**src/hdl/spq_pkg.sv**
```systemverilog
// Shared types and codes for the stable sorted priority queue.
// Used by spq_cell and by the stable_priority_queue_unit top level.
package spq_pkg;

    // Command codes carried by an input item.
    typedef enum logic [1:0] {
        CMD_INSERT = 2'd0,
        CMD_POP    = 2'd1,
        CMD_REMOVE = 2'd2,
        CMD_NONE   = 2'd3
    } cmd_t;

    // Status codes returned with every result item.
    typedef enum logic [2:0] {
        STAT_OK       = 3'd0,
        STAT_EMPTY    = 3'd1,
        STAT_FULL     = 3'd2,
        STAT_NOTFOUND = 3'd3,
        STAT_DUP      = 3'd4
    } status_t;

    // Sequencer states of the top level.
    typedef enum logic [2:0] {
        S_IDLE,
        S_EVAL,
        S_APPLY,
        S_REPORT,
        S_OUT
    } state_t;

    // Control broadcast from the sequencer to every cell of the chain.
    typedef struct packed {
        logic eval;   // compare the held entry against the item
        logic insert; // open a gap and place the new entry
        logic shift;  // close a gap by pulling from the right neighbour
        logic pop;    // every cell pulls from the right (head leaves)
    } cell_ctl_t;

endpackage

```
**src/hdl/spq_cell.sv**
```systemverilog
// One slot of the sorted chain: holds a tag, a priority and a valid bit.
// Depends on spq_pkg for the broadcast control struct.
module spq_cell
    import spq_pkg::*;
#(
    parameter int TAG_WIDTH  = 8,
    parameter int PRIO_WIDTH = 8
)
(
    input  logic                  clk,
    input  logic                  rst_n,
    input  cell_ctl_t             ctl,
    input  logic [TAG_WIDTH-1:0]  new_tag,
    input  logic [PRIO_WIDTH-1:0] new_prio,
    input  logic                  left_valid,
    input  logic [TAG_WIDTH-1:0]  left_tag,
    input  logic [PRIO_WIDTH-1:0] left_prio,
    input  logic                  left_gt,
    input  logic                  right_valid,
    input  logic [TAG_WIDTH-1:0]  right_tag,
    input  logic [PRIO_WIDTH-1:0] right_prio,
    input  logic                  prefix_in,
    output logic                  valid,
    output logic [TAG_WIDTH-1:0]  tag,
    output logic [PRIO_WIDTH-1:0] prio,
    output logic                  gt,
    output logic                  prefix_out
);

    logic                  valid_reg, valid_next;
    logic [TAG_WIDTH-1:0]  tag_reg, tag_next;
    logic [PRIO_WIDTH-1:0] prio_reg, prio_next;
    logic                  gt_reg, gt_next;
    logic                  match_reg, match_next;
    logic                  shift_here;

    // A match here or in any cell to the left means this slot closes up.
    assign prefix_out = prefix_in | match_reg;
    assign shift_here = ctl.pop | prefix_out;

    // Next contents of the slot.
    always_comb
    begin
        valid_next = valid_reg;
        tag_next   = tag_reg;
        prio_next  = prio_reg;
        gt_next    = gt_reg;
        match_next = match_reg;
        if (ctl.eval)
        begin
            // An empty slot counts as holding a larger priority.
            gt_next    = !valid_reg || (prio_reg > new_prio);
            match_next = valid_reg && (tag_reg == new_tag);
        end
        if (ctl.insert && gt_reg)
        begin
            if (left_gt)
            begin
                valid_next = left_valid;
                tag_next   = left_tag;
                prio_next  = left_prio;
            end
            else
            begin
                valid_next = 1'b1;
                tag_next   = new_tag;
                prio_next  = new_prio;
            end
        end
        else if (ctl.shift && shift_here)
        begin
            valid_next = right_valid;
            tag_next   = right_tag;
            prio_next  = right_prio;
        end
    end

    // Control bits of the slot.
    always_ff @(posedge clk or negedge rst_n)
    begin
        if (!rst_n)
        begin
            valid_reg <= 1'b0;
            gt_reg    <= 1'b0;
            match_reg <= 1'b0;
        end
        else
        begin
            valid_reg <= valid_next;
            gt_reg    <= gt_next;
            match_reg <= match_next;
        end
    end

    // Payload of the slot.
    always_ff @(posedge clk)
    begin
        tag_reg  <= tag_next;
        prio_reg <= prio_next;
    end

    assign valid = valid_reg;
    assign tag   = tag_reg;
    assign prio  = prio_reg;
    assign gt    = gt_reg;

endmodule

```
**src/hdl/stable_priority_queue_unit.sv**
```systemverilog
// Stable sorted priority queue: a chain of DEPTH cells kept in priority order.
// Each item is taken in the idle state and runs through the compare, update and report
// steps in turn over the chain before its result is shown; no new item is taken until
// that result has been accepted on the result side.
// Reset empties the queue at once by clearing every cell's valid bit.
module stable_priority_queue_unit
    import spq_pkg::*;
#(
    parameter int DEPTH      = 16,
    parameter int TAG_WIDTH  = 8,
    parameter int PRIO_WIDTH = 8
)
(
    input  logic                          clk,
    input  logic                          rst_n,
    input  logic                          in_valid,
    output logic                          in_stall,
    input  logic [1:0]                    cmd,
    input  logic [TAG_WIDTH-1:0]          tag,
    input  logic [PRIO_WIDTH-1:0]         prio,
    output logic                          out_valid,
    input  logic                          out_stall,
    output logic [2:0]                    status,
    output logic [TAG_WIDTH-1:0]          out_tag,
    output logic [PRIO_WIDTH-1:0]         out_prio,
    output logic [TAG_WIDTH-1:0]          head_tag,
    output logic [TAG_WIDTH-1:0]          tail_tag,
    output logic [$clog2(DEPTH+1)-1:0]    count
);

    localparam int CNT_W = $clog2(DEPTH + 1);

    state_t                state_reg, state_next;
    cmd_t                  cmd_reg;
    logic [TAG_WIDTH-1:0]  tag_reg;
    logic [PRIO_WIDTH-1:0] prio_reg;
    logic [CNT_W-1:0]      count_reg, count_next;
    status_t               status_reg, status_next;
    logic [TAG_WIDTH-1:0]  otag_reg, otag_next;
    logic [PRIO_WIDTH-1:0] oprio_reg, oprio_next;
    logic [TAG_WIDTH-1:0]  head_reg, head_next;
    logic [TAG_WIDTH-1:0]  tail_reg, tail_next;
    cell_ctl_t             ctl;

    logic [DEPTH-1:0]      cell_valid;
    logic [DEPTH-1:0]      cell_gt;
    logic [DEPTH-1:0]      cell_prefix;
    logic [DEPTH-1:0]      cell_is_tail;
    logic [TAG_WIDTH-1:0]  cell_tag  [DEPTH];
    logic [PRIO_WIDTH-1:0] cell_prio [DEPTH];
    logic                  any_match;
    logic                  full;
    logic [TAG_WIDTH-1:0]  tail_or;

    // The chain of cells, each wired to its two neighbours.
    for (genvar i = 0; i < DEPTH; i++)
    begin : g_cell
        logic                  l_valid, l_gt, r_valid, p_in;
        logic [TAG_WIDTH-1:0]  l_tag, r_tag;
        logic [PRIO_WIDTH-1:0] l_prio, r_prio;

        if (i == 0)
        begin : g_first
            assign l_valid = 1'b0;
            assign l_gt    = 1'b0;
            assign l_tag   = '0;
            assign l_prio  = '0;
            assign p_in    = 1'b0;
        end
        else
        begin : g_inner_left
            assign l_valid = cell_valid[i-1];
            assign l_gt    = cell_gt[i-1];
            assign l_tag   = cell_tag[i-1];
            assign l_prio  = cell_prio[i-1];
            assign p_in    = cell_prefix[i-1];
        end

        if (i == DEPTH - 1)
        begin : g_last
            assign r_valid = 1'b0;
            assign r_tag   = '0;
            assign r_prio  = '0;
        end
        else
        begin : g_inner_right
            assign r_valid = cell_valid[i+1];
            assign r_tag   = cell_tag[i+1];
            assign r_prio  = cell_prio[i+1];
        end

        // The last held entry is the tail.
        assign cell_is_tail[i] = cell_valid[i] && !r_valid;

        spq_cell #(
            .TAG_WIDTH  (TAG_WIDTH),
            .PRIO_WIDTH (PRIO_WIDTH)
        ) u_cell (
            .clk         (clk),
            .rst_n       (rst_n),
            .ctl         (ctl),
            .new_tag     (tag_reg),
            .new_prio    (prio_reg),
            .left_valid  (l_valid),
            .left_tag    (l_tag),
            .left_prio   (l_prio),
            .left_gt     (l_gt),
            .right_valid (r_valid),
            .right_tag   (r_tag),
            .right_prio  (r_prio),
            .prefix_in   (p_in),
            .valid       (cell_valid[i]),
            .tag         (cell_tag[i]),
            .prio        (cell_prio[i]),
            .gt          (cell_gt[i]),
            .prefix_out  (cell_prefix[i])
        );
    end

    assign any_match = cell_prefix[DEPTH-1];
    assign full      = (count_reg == CNT_W'(DEPTH));

    // Exactly one cell is the tail when the queue holds anything.
    always_comb
    begin
        tail_or = '0;
        for (int i = 0; i < DEPTH; i++)
        begin
            if (cell_is_tail[i])
            begin
                tail_or = tail_or | cell_tag[i];
            end
        end
    end

    // Sequencer: compare, update, report, then hold the result.
    always_comb
    begin
        state_next  = state_reg;
        ctl         = '0;
        count_next  = count_reg;
        status_next = status_reg;
        otag_next   = otag_reg;
        oprio_next  = oprio_reg;
        head_next   = head_reg;
        tail_next   = tail_reg;
        unique case (state_reg)
            S_IDLE:
            begin
                if (in_valid)
                begin
                    state_next = S_EVAL;
                end
            end
            S_EVAL:
            begin
                ctl.eval   = 1'b1;
                state_next = S_APPLY;
            end
            S_APPLY:
            begin
                status_next = STAT_OK;
                otag_next   = '0;
                oprio_next  = '0;
                unique case (cmd_reg)
                    CMD_INSERT:
                    begin
                        if (full)
                        begin
                            status_next = STAT_FULL;
                        end
                        else if (any_match)
                        begin
                            status_next = STAT_DUP;
                        end
                        else
                        begin
                            ctl.insert = 1'b1;
                            count_next = count_reg + 1'b1;
                        end
                    end
                    CMD_POP:
                    begin
                        if (count_reg == '0)
                        begin
                            status_next = STAT_EMPTY;
                        end
                        else
                        begin
                            ctl.shift  = 1'b1;
                            ctl.pop    = 1'b1;
                            otag_next  = cell_tag[0];
                            oprio_next = cell_prio[0];
                            count_next = count_reg - 1'b1;
                        end
                    end
                    CMD_REMOVE:
                    begin
                        if (!any_match)
                        begin
                            status_next = STAT_NOTFOUND;
                        end
                        else
                        begin
                            ctl.shift  = 1'b1;
                            count_next = count_reg - 1'b1;
                        end
                    end
                    CMD_NONE:
                    begin
                        status_next = STAT_OK;
                    end
                    default:
                    begin
                        status_next = STAT_OK;
                    end
                endcase
                state_next = S_REPORT;
            end
            S_REPORT:
            begin
                head_next  = cell_valid[0] ? cell_tag[0] : '0;
                tail_next  = tail_or;
                state_next = S_OUT;
            end
            S_OUT:
            begin
                if (!out_stall)
                begin
                    state_next = S_IDLE;
                end
            end
            default:
            begin
                state_next = S_IDLE;
            end
        endcase
    end

    // Control registers.
    always_ff @(posedge clk or negedge rst_n)
    begin
        if (!rst_n)
        begin
            state_reg <= S_IDLE;
            count_reg <= '0;
        end
        else
        begin
            state_reg <= state_next;
            count_reg <= count_next;
        end
    end

    // Captured item and result payload.
    always_ff @(posedge clk)
    begin
        if (state_reg == S_IDLE && in_valid)
        begin
            cmd_reg  <= cmd_t'(cmd);
            tag_reg  <= tag;
            prio_reg <= prio;
        end
        status_reg <= status_next;
        otag_reg   <= otag_next;
        oprio_reg  <= oprio_next;
        head_reg   <= head_next;
        tail_reg   <= tail_next;
    end

    assign in_stall  = (state_reg != S_IDLE);
    assign out_valid = (state_reg == S_OUT);
    assign status    = status_reg;
    assign out_tag   = otag_reg;
    assign out_prio  = oprio_reg;
    assign head_tag  = head_reg;
    assign tail_tag  = tail_reg;
    assign count     = count_reg;

    // The count never exceeds the number of cells.
    a_count_bound: assert property (@(posedge clk) disable iff (!rst_n)
        count_reg <= CNT_W'(DEPTH))
        else $error("entry count beyond depth");

    // In the idle state the number of held entries always matches the count.
    a_packed: assert property (@(posedge clk) disable iff (!rst_n)
        state_reg == S_IDLE |-> $countones(cell_valid) == 32'(count_reg))
        else $error("cell valid bits disagree with the count");

    // A successful insert grows the queue by exactly one entry.
    a_insert_grows: assert property (@(posedge clk) disable iff (!rst_n)
        ctl.insert |=> count_reg == $past(count_reg) + 1'b1)
        else $error("insert did not add one entry");

    // A new item is never taken while a result is still on offer.
    a_no_overlap: assert property (@(posedge clk) disable iff (!rst_n)
        out_valid |-> in_stall)
        else $error("input taken while a result is pending");

endmodule

```
**config.mk**
```make
export PLATFORM = sky130hd
export DESIGN_NAME = stable_priority_queue_unit
export DESIGN_NICKNAME = d
export VERILOG_FILES = /design/src/hdl/spq_pkg.sv /design/src/hdl/spq_cell.sv /design/src/hdl/stable_priority_queue_unit.sv
export SDC_FILE = /design/constraint.sdc
export NUM_CORES = 1
export LEC_CHECK = 0
export ABC_AREA = 1
export BUFFER_PORTS_ARGS = -buffer_cell sky130_fd_sc_hd__buf_4
export CORE_MARGIN = 2
export CORE_UTILIZATION = 40
export DETAILED_ROUTE_END_ITERATION = 7
export HOLD_SLACK_MARGIN = 0.03
export PLACE_DENSITY = 0.6
export SLEW_MARGIN = 20
export SYNTH_ARGS = -nofsm -noshare
export SYNTH_HDL_FRONTEND = slang
export SYNTH_SLANG_ARGS = --single-unit
export TNS_END_PERCENT = 1
```
**constraint.sdc**
```tcl
create_clock -name clk -period 3.34 [get_ports clk]
set_clock_uncertainty 0.2 [all_clocks]
set_input_delay 0.167 -clock clk [delete_from_list [all_inputs] [get_ports clk]]
set_output_delay 0.167 -clock clk [all_outputs]
set_load 0.1 [all_outputs]
```
-- Word-level counts from Yosys, hierarchy flattened
Cells that the tools add are included.
- add/sub/neg operators: 2
- order comparisons: 16
- eq/ne operators: 30
- multiplexer cells: 178
- bitwise gates (word level): 47
- reductions and logical operators: 120
- operator list (operator ; count):
    two-way mux 8 bit ; 109
    == test 8 bit ; 16
    > comparator 8 bit ; 16
    OR 8 bit ; 15
    logical AND 1 bit ; 64
    two-way mux 1 bit ; 54
    nonzero test 2 bit ; 16
    OR 1 bit ; 31
    two-way mux 5 bit ; 4
    logical NOT 1 bit ; 16
    logical OR 1 bit ; 16
    two-way mux 3 bit ; 5
    one-hot mux 3 bit (5 select lines) ; 1
    one-hot mux 5 bit (3 select lines) ; 1
    one-hot mux 3 bit (4 select lines) ; 1
    != test 2 bit, second input constant ; 5
    == test 3 x 2 -> 1 bit, second input constant ; 2
    AND reduction 6 bit ; 1
    nonzero test 3 bit ; 2
    adder 5 x 1 -> 5 bit, second input constant ; 1
    == test 5 bit, second input constant ; 1
    logical NOT 5 bit ; 1
    subtractor 5 x 1 -> 5 bit, second input constant ; 1
    == test 2 bit, second input constant ; 2
    other kinds (11) ; 12
- bits in registers: 365
- bits of input ports: 22

-- Longest topological paths before layout
- depth after elaboration: 33
- depth in mapped cells: 15
- gate-level depth less buffers: 14

-- Cells and area by module
Synthesis repeated with hierarchy kept, for this count alone.
- cell total of the unflattened synthesis: 3126
- area, all modules: 24359.6 sq um
- modules (own cells, without submodules) (module ; instances ; cells an instance ; area each (sq um) ; seq. area each (sq um)):
    spq_cell (g_cell[0].u_cell ...) ; 10 ; 169 ; 1307.5 ; 555.5
    spq_cell (g_cell[4].u_cell ...) ; 6 ; 170 ; 1308.8 ; 555.5
    stable_priority_queue_unit ; 1 ; 416 ; 3432.0 ; 1791.7

-- Worst setup path before layout
OpenSTA, ideal clock, no wires.
- path kind: reg-to-reg
- start point: reg state_reg[0]
- end point: reg state_reg[0]
- arrival time: 2876 ps
- data required time: 3012 ps
- path slack: 136 ps
- stages on the path, launching flop included: 5
- path buffers: 0
- path through: dfrtp_1 -> nor3_1 -> nand2_1 -> o21ai_0 -> nor3_1
- cells in the longest elaborated chain, start to end: 3
- ends and longest elaborated chain (element ; RTL line ; text):
    start, declared ; stable_priority_queue_unit.sv:33 ; state_t state_reg, state_next;
    start signal, assigned ; stable_priority_queue_unit.sv:250 ; state_reg <= state_next;
    == test 3 bit * ; - ;
    named net out_valid ; stable_priority_queue_unit.sv:21 ; output logic out_valid,
    != test 2 bit (no line) ; - ;
    AND reduction 2 bit (no line) ; - ;
Mark *: on every way through the listed nets, which the timed path passes. The rest lies on a longest branch.
A chain may end at the register's enable or synchronous reset.

-- Final worst setup path
- start point: reg g_cell[0].u_cell.match_reg
- end point: reg g_cell[9].u_cell.prio_reg[4] (data pin)
- cells in the longest elaborated chain, start to end: 21
- ends and longest elaborated chain (element ; RTL line ; text):
    start, declared ; spq_cell.sv:34 ; logic match_reg, match_next;
    start signal, assigned ; spq_cell.sv:91 ; match_reg <= match_next;
    OR 1 bit (15 in series) ; spq_cell.sv:38 ; assign prefix_out = prefix_in | match_reg;
    two-way mux 1 bit ; stable_priority_queue_unit.sv:172 ; else if (any_match)
    two-way mux 1 bit ; stable_priority_queue_unit.sv:168 ; if (full)
    two-way mux 1 bit ; stable_priority_queue_unit.sv:165 ; unique case (cmd_reg)
    two-way mux 3 bit ; stable_priority_queue_unit.sv:147 ; unique case (state_reg)
    logical AND 1 bit ; spq_cell.sv:55 ; if (ctl.insert && gt_reg)
    two-way mux 8 bit ; spq_cell.sv:55 ;
    named net g_cell[9].u_cell.prio_next[4] ; spq_cell.sv:32 ; logic [PRIO_WIDTH-1:0] prio_reg, prio_next;
    end signal, assigned ; spq_cell.sv:99 ; prio_reg <= prio_next;
    end, declared ; spq_cell.sv:32 ;
The timed path passes the listed nets, and every way through them passes these cells.

==> results.yml <==
critical_path:
  path_max_fanout: 22
  worst-setup-path-type: "reg -> reg"
  cpMaxStageDelayCell: "dfrtp_1"
  cp_num_buf_inv: 2
  cp.arrival_ns: 3.31
  cp_cell_sequence: "nor2_4 > nand4_4 > nor2_4 > nand4_4 > nor2_4 > nand4_2 > nor2_4 > nand3_4 > nor2_4 > buf_12 > nand3_4 > buf_4 > nand2_1 > o21ai_2"
  worst_ep_required_time_ns: 3.46
  cp_common_cell: "nor2_4"
  slowest_delay_ns: 0.43
  start_kind: "register"
  crit_family: "simple AND/OR/NAND/NOR gates"
  crit_path_end_kind: "register"
global_route:
  first_global_vias: 19700
  grt.total_usage_pct: 26.3
  overflow: 0
  grt_max_degree: 57
  grt_first_pass_wirelength_um: 121000
  antenna_found_initial: 0
timing:
  finalHoldViolations: 0
  hold_ws_ns: 0.0850
  tightest_slew_ns: 1.01
  fin_crit_ns: 3.19
  max_slew_margin_pct: 32.5
  setup_violations: 0
  grt_setup_unrepaired: "no"
  fmax_mhz: 313
  fin_tns_setup_ns: 0
  fin_crit_sh_pct: 95.6
  drv_slew: 0
yosys:
  synth-edff-count: 309
  avgSynthCellArea_um2: 8.79
  syn_inst: 2687
  synth_seq_cells: 365
  ys_types: 49
  netlist_area_um2: 23600
  ys_async_sr_fraction_pct: 15.3
  yosys_warnings: 0
  synth_nets: 2846
  yosys_most_used_dff: "edfxtp_1"
  ys_seq_area_share_pct: 45.2
clock_network:
  htree_levels: 2
  numCtsBuffers: 43
  clock_latency_ns: 0.58
  clock_sinks: 365
  cts_resized: 0
  clk_pin_slew_ns: 0.06
  cts_setup_buffers: 0
  ctsRootBufferMaster: "clkbuf_16"
  clock_path_buffers: 3
  cts_tree: "done"
pwr:
  p_leak_nw: 11.2
  p_per_area_nw_per_um2: 736
  ir_drop_mv: 0.609
detailed_routing:
  drt-pass1-iter-count: 8
  finalWirelength_um: 80200
  wire_per_inst_um: 22.6
  route.detailed.drc: 2
  via_per_inst: 5.79
  drt_iter0_drc: 2561
  ant_nets: 0
  num_vias: 20500
finish:
  diodes: 0
  nNetsFinal: 2901
  synthToLayoutAreaGrowth_pct: 12.5
  drive_above_1_share_pct: 14.8
  final_common_cell: "nand2_1"
  final_cell_mix: "nand2_1 (740), o21ai_0 (362), edfxtp_1 (309)"
floorplan:
  dieHeight_um: 247
  fp-row-count: 89
  coreArea_um2: 58700
  die_w_um: 247
  initial_utilization_pct: 40.2
  die_area_um2: 61000
  pin_count: 64
outcome:
  violations: "design-rule violations"
  outcome: "finished with violations"
placed_design:
  place_congestion: 0.970
  io_buffers: 63
  dp_hpwl_um: 57400
run:
  cap_violations: 0
worst_hold_path:
  hold_class: "in -> async"
## power by group
group | switching, mW | internal (mW)
clock network | 1.99 | 2.75
logic | 5.79 | 2.20
registers | 0.814 | 5.99
total | 8.59 | 10.9
## cell families (layout without fill, tap and decap cells)
logic type	Yosys count	in the layout	share of synthesized area, %
xor+xnor	37	37	1.37
simple gates	993	993	17.9
fa+ha+maj	137	137	7.29
flops	365	365	45.2
buf+inv	396	484	7.35
compound gates	759	759	20.9
## per-stage QoR
stage          area (um^2)  std cells  setup slack, ns  utilization [%]  power, mW
2_1_floorplan        23600       2687            0.136                -       12.1
3_5_place_dp         25000       3449            0.212             42.6       14.7
3_3_place_gp         25000       3449            0.357             42.6       14.5
6_report             26600       3548            0.145             45.3       19.5
4_1_cts              26600       3548            0.191             45.3       19.5
5_1_grt              26600       3548         0.000309             45.3       20.5
## repair_timing
action / in CTS / in global routing
endpoints found under the setup margin: 0 / 0
endpoints found under the hold margin: 83 / 0
hold buffers: 21 / 0
## cell type report
cell class,count,area [um^2]
inverters,245,920
clock buffers,51,1110
well taps,773,967
fillers,5692,32100
flip-flops and latches,365,10700
clock inverters,27,267
multi-input cells,1926,11200
repair buffers,161,1410
## worst paths after layout
path                                            startpoint  slack (ns)  cells past startpoint                       end
worst max-delay path            g_cell[0].u_cell.match_reg        0.15                     14  g_cell[9].u_cell.prio[4]
worst min-delay path                                 rst_n        0.09                      2              state_reg[0]
worst max register to register  g_cell[0].u_cell.match_reg        0.15                     14  g_cell[9].u_cell.prio[4]
worst min register to register                state_reg[2]        0.27                      1              state_reg[0]
max in group asynchronous                            rst_n        2.16                      2    g_cell[7].u_cell.valid
min in group clk                                   prio[4]        0.12                      2               prio_reg[4]
## layer usage
layer / routed length (um) / track usage, % / vias to the layer above
met5: 0 / 0 / -
met1: 34700 / 37.4 / 9731
met2: 34900 / 40.0 / 1083
met4: 3090 / 10.6 / 0
met3: 7550 / 3.66 / 198
li1: - / - / 9516
## synthesized netlist by cell type, types with 2 or more instances
cell       count  area share (%)
a2111oi_0      4            0.15
a211oi_1       9            0.29
a211oi_2      10            0.53
a21oi_1       57             1.2
a221oi_1      35             1.3
a22oi_1       12            0.38
a2bb2oi_1      2           0.074
buf_1         15            0.24
buf_2         19            0.40
buf_4          2           0.064
buf_6         27             1.3
clkbuf_1      87             1.4
clkinv_1       5           0.079
dfrtp_1       56             5.9
edfxtp_1     309              39
ha_1         136             7.2
inv_1        240             3.8
nand2_1      740              12
nand2_2       19            0.50
nand3_1       67             1.4
nand3_2        5            0.21
nand3_4       10            0.74
nand4_1       19            0.50
nand4_4        2            0.18
nor2_1       102             1.6
nor2_4         6            0.29
nor3_1         8            0.17
nor4_1         8            0.21
o2111ai_1     31             1.1
o211ai_1      14            0.44
o21a_1         3           0.095
o21ai_0      362             7.7
o21ai_1        2           0.042
o21ai_2      144             5.3
o221ai_1       7            0.26
o22ai_1       49             1.3
o41ai_1       16            0.59
or2_2          2           0.053
xnor2_1       15            0.56
xor2_1        22            0.82
Power figures use the tool's default switching activity.
